$ cat src/design/k_nearest_window_distance_sum_unit_defines.svh
// Assertion macros shared by the nearest-window unit.
`ifndef K_NEAREST_WINDOW_DISTANCE_SUM_UNIT_DEFINES_SVH
`define K_NEAREST_WINDOW_DISTANCE_SUM_UNIT_DEFINES_SVH

// Same-cycle implication on clk with the async reset held off.
`define KNWDS_ASSERT_NOW(label, ante, cons, msg) \
    label: assert property (@(posedge clk) disable iff (!rst_n) (ante) |-> (cons)) \
        else $error(msg);

// Next-cycle implication on clk with the async reset held off.
`define KNWDS_ASSERT_NEXT(label, ante, cons, msg) \
    label: assert property (@(posedge clk) disable iff (!rst_n) (ante) |=> (cons)) \
        else $error(msg);

`endif

$ cat src/design/knwds_pkg.sv
package knwds_pkg;

    localparam int MAX_ENTRIES = 1024;
    localparam int DEPTH       = MAX_ENTRIES + 1;
    localparam int IDX_W       = $clog2(MAX_ENTRIES + 2);

    localparam int POS_W  = 30;
    localparam int WGT_W  = 32;
    localparam int K_W    = 11;
    localparam int PPRE_W = 41;
    localparam int WPRE_W = 43;
    localparam int ANS_W  = 44;
    localparam int PROD_W = POS_W + IDX_W;
    localparam int CMP_W  = (IDX_W > K_W) ? IDX_W : K_W;

    localparam logic OP_LOAD  = 1'b0;
    localparam logic OP_QUERY = 1'b1;

    typedef struct packed {
        logic load;
        logic query;
        logic bad;
        logic s1_rd;
        logic s1_ev;
        logic s2_init;
        logic s2_rd;
        logic s2_ev;
        logic pf1;
        logic pf2;
        logic pf3;
        logic ar1;
        logic ar2;
        logic ar3;
    } cmd_t;

    typedef struct packed {
        logic s1_done;
        logic s2_done;
        logic bad;
    } status_t;

endpackage

$ cat src/design/knwds_ctrl.sv
module knwds_ctrl (
    input  logic               clk,
    input  logic               rst_n,
    input  logic               start,
    input  logic               operation,
    input  knwds_pkg::status_t status,
    output knwds_pkg::cmd_t    cmd,
    output logic               busy
);

    localparam logic [3:0] ST_IDLE  = 4'd0;
    localparam logic [3:0] ST_S1_RD = 4'd1;
    localparam logic [3:0] ST_S1_EV = 4'd2;
    localparam logic [3:0] ST_S2_RD = 4'd3;
    localparam logic [3:0] ST_S2_EV = 4'd4;
    localparam logic [3:0] ST_PF2   = 4'd5;
    localparam logic [3:0] ST_PF3   = 4'd6;
    localparam logic [3:0] ST_AR1   = 4'd7;
    localparam logic [3:0] ST_AR2   = 4'd8;
    localparam logic [3:0] ST_AR3   = 4'd9;

    logic [3:0] state_reg;
    logic [3:0] state_next;

    always_comb
    begin
        state_next = state_reg;
        cmd        = '0;
        unique case (state_reg)
            ST_IDLE:
            begin
                if (start)
                begin
                    if (operation == knwds_pkg::OP_LOAD)
                    begin
                        cmd.load = 1'b1;
                    end
                    else if (status.bad)
                    begin
                        cmd.bad = 1'b1;
                    end
                    else
                    begin
                        cmd.query  = 1'b1;
                        state_next = ST_S1_RD;
                    end
                end
            end
            ST_S1_RD:
            begin
                if (status.s1_done)
                begin
                    cmd.s2_init = 1'b1;
                    state_next  = ST_S2_RD;
                end
                else
                begin
                    cmd.s1_rd  = 1'b1;
                    state_next = ST_S1_EV;
                end
            end
            ST_S1_EV:
            begin
                cmd.s1_ev  = 1'b1;
                state_next = ST_S1_RD;
            end
            ST_S2_RD:
            begin
                if (status.s2_done)
                begin
                    cmd.pf1    = 1'b1;
                    state_next = ST_PF2;
                end
                else
                begin
                    cmd.s2_rd  = 1'b1;
                    state_next = ST_S2_EV;
                end
            end
            ST_S2_EV:
            begin
                cmd.s2_ev  = 1'b1;
                state_next = ST_S2_RD;
            end
            ST_PF2:
            begin
                cmd.pf2    = 1'b1;
                state_next = ST_PF3;
            end
            ST_PF3:
            begin
                cmd.pf3    = 1'b1;
                state_next = ST_AR1;
            end
            ST_AR1:
            begin
                cmd.ar1    = 1'b1;
                state_next = ST_AR2;
            end
            ST_AR2:
            begin
                cmd.ar2    = 1'b1;
                state_next = ST_AR3;
            end
            ST_AR3:
            begin
                cmd.ar3    = 1'b1;
                state_next = ST_IDLE;
            end
            default:
            begin
                state_next = ST_IDLE;
            end
        endcase
    end

    always_ff @(posedge clk or negedge rst_n)
    begin
        if (!rst_n)
        begin
            state_reg <= ST_IDLE;
        end
        else
        begin
            state_reg <= state_next;
        end
    end

    assign busy = (state_reg != ST_IDLE);

endmodule

$ cat config.mk
export PLATFORM = sky130hd
export DESIGN_NAME = knwds_ctrl
export DESIGN_NICKNAME = d
export VERILOG_FILES = /design/src/design/k_nearest_window_distance_sum_unit_defines.svh /design/src/design/knwds_pkg.sv /design/src/design/knwds_ctrl.sv
export SDC_FILE = /design/constraint.sdc
export NUM_CORES = 1
export LEC_CHECK = 0
export ABC_AREA = 1
export BUFFER_PORTS_ARGS = -buffer_cell sky130_fd_sc_hd__buf_2
export CAP_MARGIN = 20
export CORE_AREA = 4 4 41 43
export CTS_BUF_LIST = sky130_fd_sc_hd__clkbuf_8
export CTS_CLUSTER_SIZE = 14
export DETAILED_ROUTE_END_ITERATION = 6
export DIE_AREA = 0 0 45 47
export GPL_ROUTABILITY_DRIVEN = 0
export PLACE_DENSITY = 0.53
export SKIP_LAST_GASP = 1
export SLEW_MARGIN = 20
export SYNTH_ARGS = -nofsm -noshare
export SYNTH_HDL_FRONTEND = slang
export SYNTH_SLANG_ARGS = --single-unit
$ cat constraint.sdc
create_clock -name clk -period 2 [get_ports clk]
set_clock_uncertainty 0.15 [all_clocks]
set_input_delay 0.1 -clock clk [delete_from_list [all_inputs] [get_ports clk]]
set_output_delay 0.1 -clock clk [all_outputs]
set_load 0.02 [all_outputs]
==> out/metrics.csv <==
metric;value;unit
maximum VDD drop;617;µV
Yosys top cell area share;31.5;%
Fmax;0.636;GHz
Iter 0 DRT Violations;6;
post-synthesis compound-gate area fraction;3.15;%
hpwl dp;698;µm
TNS Setup;0;ns
Routed WL;893;µm
RSZ-0062 raised after global routing;no;
slowest cell delay on critical path;0.43;ns
fillers;154;
synthesized netlist net count;54;
Post-Synthesis Cells;47;
#FFs+latches synth;4;
Total GRT Usage;9.98;%
Synth area leader;dfrtp_1;
H-Tree Depth;1;
Longest Clk Path Bufs;2;
PnR worst setup slack;0.427;ns
starting density of the core;24.4;%
Vias;388;
worst slew pin tran;0.247;ns
Largest register FFs;4;
area growth from synthesis to layout;55.1;%
Worst Hold Class;in -> async;
DR pass1 iterations;4;
synth warn;0;
LEAKAGE;0.300;nW
CTS tree;built;
Final min period;1.57;ns
Die Area;2120;µm²
status;finished clean;
prevailing post-synth register cell;dfrtp_1;
post-layout util;37.9;%
synth cell count leaders;nand2_1 (9), nor2_1 (8);
Finished Cell Area;493;µm²
WL per Instance;10.3;µm
# IOs;22;
die width;45;µm
Netlist Area Pre-Place;318;µm²
# diodes;0;
Pins Over Slew Limit;0;
latest clock arrival within the worst-skew pair;0.21;ns
endpoints failing setup;0;
CTS Buf Count;3;
Placed Area;442;µm²
vias in the first global route;366;
CTS root buf;clkbuf_8;
CP endpoint kind;output port;
slew margin rel.;83.4;%
WP data arrival;1.32;ns
share of layout cells above drive strength 1;51.4;%
crit path max fanout;5;
top post-synthesis cells by area;dfrtp_1 (31%), nand2_1 (11%), nor2_1 (9.4%);
most common cell in the netlist;nand2_1;
Core ar.;1300;µm²
post-DR vias/cell;4.46;
max_cap viols;0;
cells on worst reg2reg path;4;
CP max-delay cell;dfrtp_1;
Overflow after GRT;0;
first-pass GRT wire length;1.47;mm
Worst-path clk slew;0.03;ns
Port Buf Inserts;21;
Routed Antenna Nets;0;
row count;13;
postcts setup bufs;0;
Buf+Inv Stages, Crit Path;1;
worst path required time;1.75;ns
initial antenna violation count;0;
Top delay family on crit path;simple AND/OR/NAND/NOR gates;
Hold Fails Final Rpt;0;
Cell Chain, Critical Path;nor2_4 > nand2_2 > nor3b_2 > buf_2;
hold_ws;0.0837;ns
EDFF count, synth;0;
CP Class;reg -> out;
CP startpoint kind;flip-flop;
TritonCTS sink count;4;
nets;81;
dpl ws;0.655;ns
Adder-Cell Fraction of Synth Area;0;%
mux cell area share after synthesis;0;%
Async SR Flop Fraction;100;%
largest net degree at the start of global routing;8;
DRC;0;
Synth Area in Simple Gates;55.9;%
synth unique cells;14;
Power Density;1570;nW/µm²
XOR/XNOR share of the synthesized area;0;%
crit share post-route;78.6;%
post-synthesis sequential area ratio;31.5;%
WP depth;4;
main combinational cell family by area after synthesis;simple AND/OR/NAND/NOR gates;
Die Height;47;µm
Syn Area/Cell;6.76;µm²
metal layers:
layer	share of wire, %	up-vias	global-route usage [%]	routed length [µm]
met5	0	-	0	0
met4	1.5	0	8.77	13
met3	12	2	3.45	104
met1	41	165	10.8	367
met2	45	22	15.5	406
li1	-	199	-	-
stage by stage:
step / power [mW] / std cells
5_1_grt: 0.836 / 87
3_5_place_dp: 0.607 / 83
6_report: 0.772 / 87
2_1_floorplan: 0.481 / 47
4_1_cts: 0.780 / 87
3_3_place_gp: 0.605 / 83
where the power goes:
part	switching [mW]	total [mW]	internal (mW)
Sequential	0.0581	0.174	0.116
Clock	0.0386	0.167	0.128
Combinational	0.295	0.432	0.137
Total	0.391	0.772	0.381
worst register-to-register path, stage by stage (launching register included):
cell and delay, ns:
dfrtp_1 0.43, nor2_4 0.21, nand2_2 0.12, nor2_1 0.13, nor2_2 0.05
final cells by class:
type | count | area [µm²] | share of cell area, %
inverters | 8 | 30.0 | 6.09
flip-flops and latches | 4 | 100 | 20.3
well taps | 15 | 18.8 | 3.81
multi-input cells | 35 | 188 | 38.1
repair buffers | 22 | 115 | 23.4
clock buffers | 3 | 41.3 | 8.38
cell usage in the layout, fill, tap and decap left out:
| cell | instances |
|---|---|
| nand3_1 | 2 |
| nand3_2 | 1 |
| o21ai_1 | 2 |
| dlygate4sd3_1 | 1 |
| nor3_1 | 4 |
| inv_1 | 4 |
| nor3b_2 | 2 |
| buf_2 | 21 |
| clkbuf_8 | 3 |
| dfrtp_1 | 4 |
| nor4_1 | 1 |
| nor2_4 | 1 |
| nand2_1 | 9 |
| nor2_1 | 8 |
| nand2_2 | 2 |
| inv_2 | 4 |
| nor2_2 | 3 |
path summary, 6_finish.rpt:
| kind | slack (ns) | end | from |
|---|---|---|---|
| min reg2reg | 0.52 | state_reg[3] | state_reg[0] |
| min in group clk | 0.08 | state_reg[0] | status[0] |
| max | 0.43 | cmd[11] | state_reg[2] |
| max in group asynchronous | 1.50 | state_reg[3] | rst_n |
| min | 0.08 | state_reg[1] | rst_n |
| max reg2reg | 0.79 | state_reg[0] | state_reg[2] |
what timing repair did:
action | CTS | global route
resized for setup | 0 | 0
hold endpoints to repair | 4 | 0
hold buffers | 1 | 0
logic make-up after synthesis:
kind of cell | count (synthesis)
buffers and inverters | 8
flip-flops | 4
AND/OR/NAND/NOR | 33
AO/OA/AOI/OAI | 2
No activity file was read; power rests on OpenSTA's default activity.
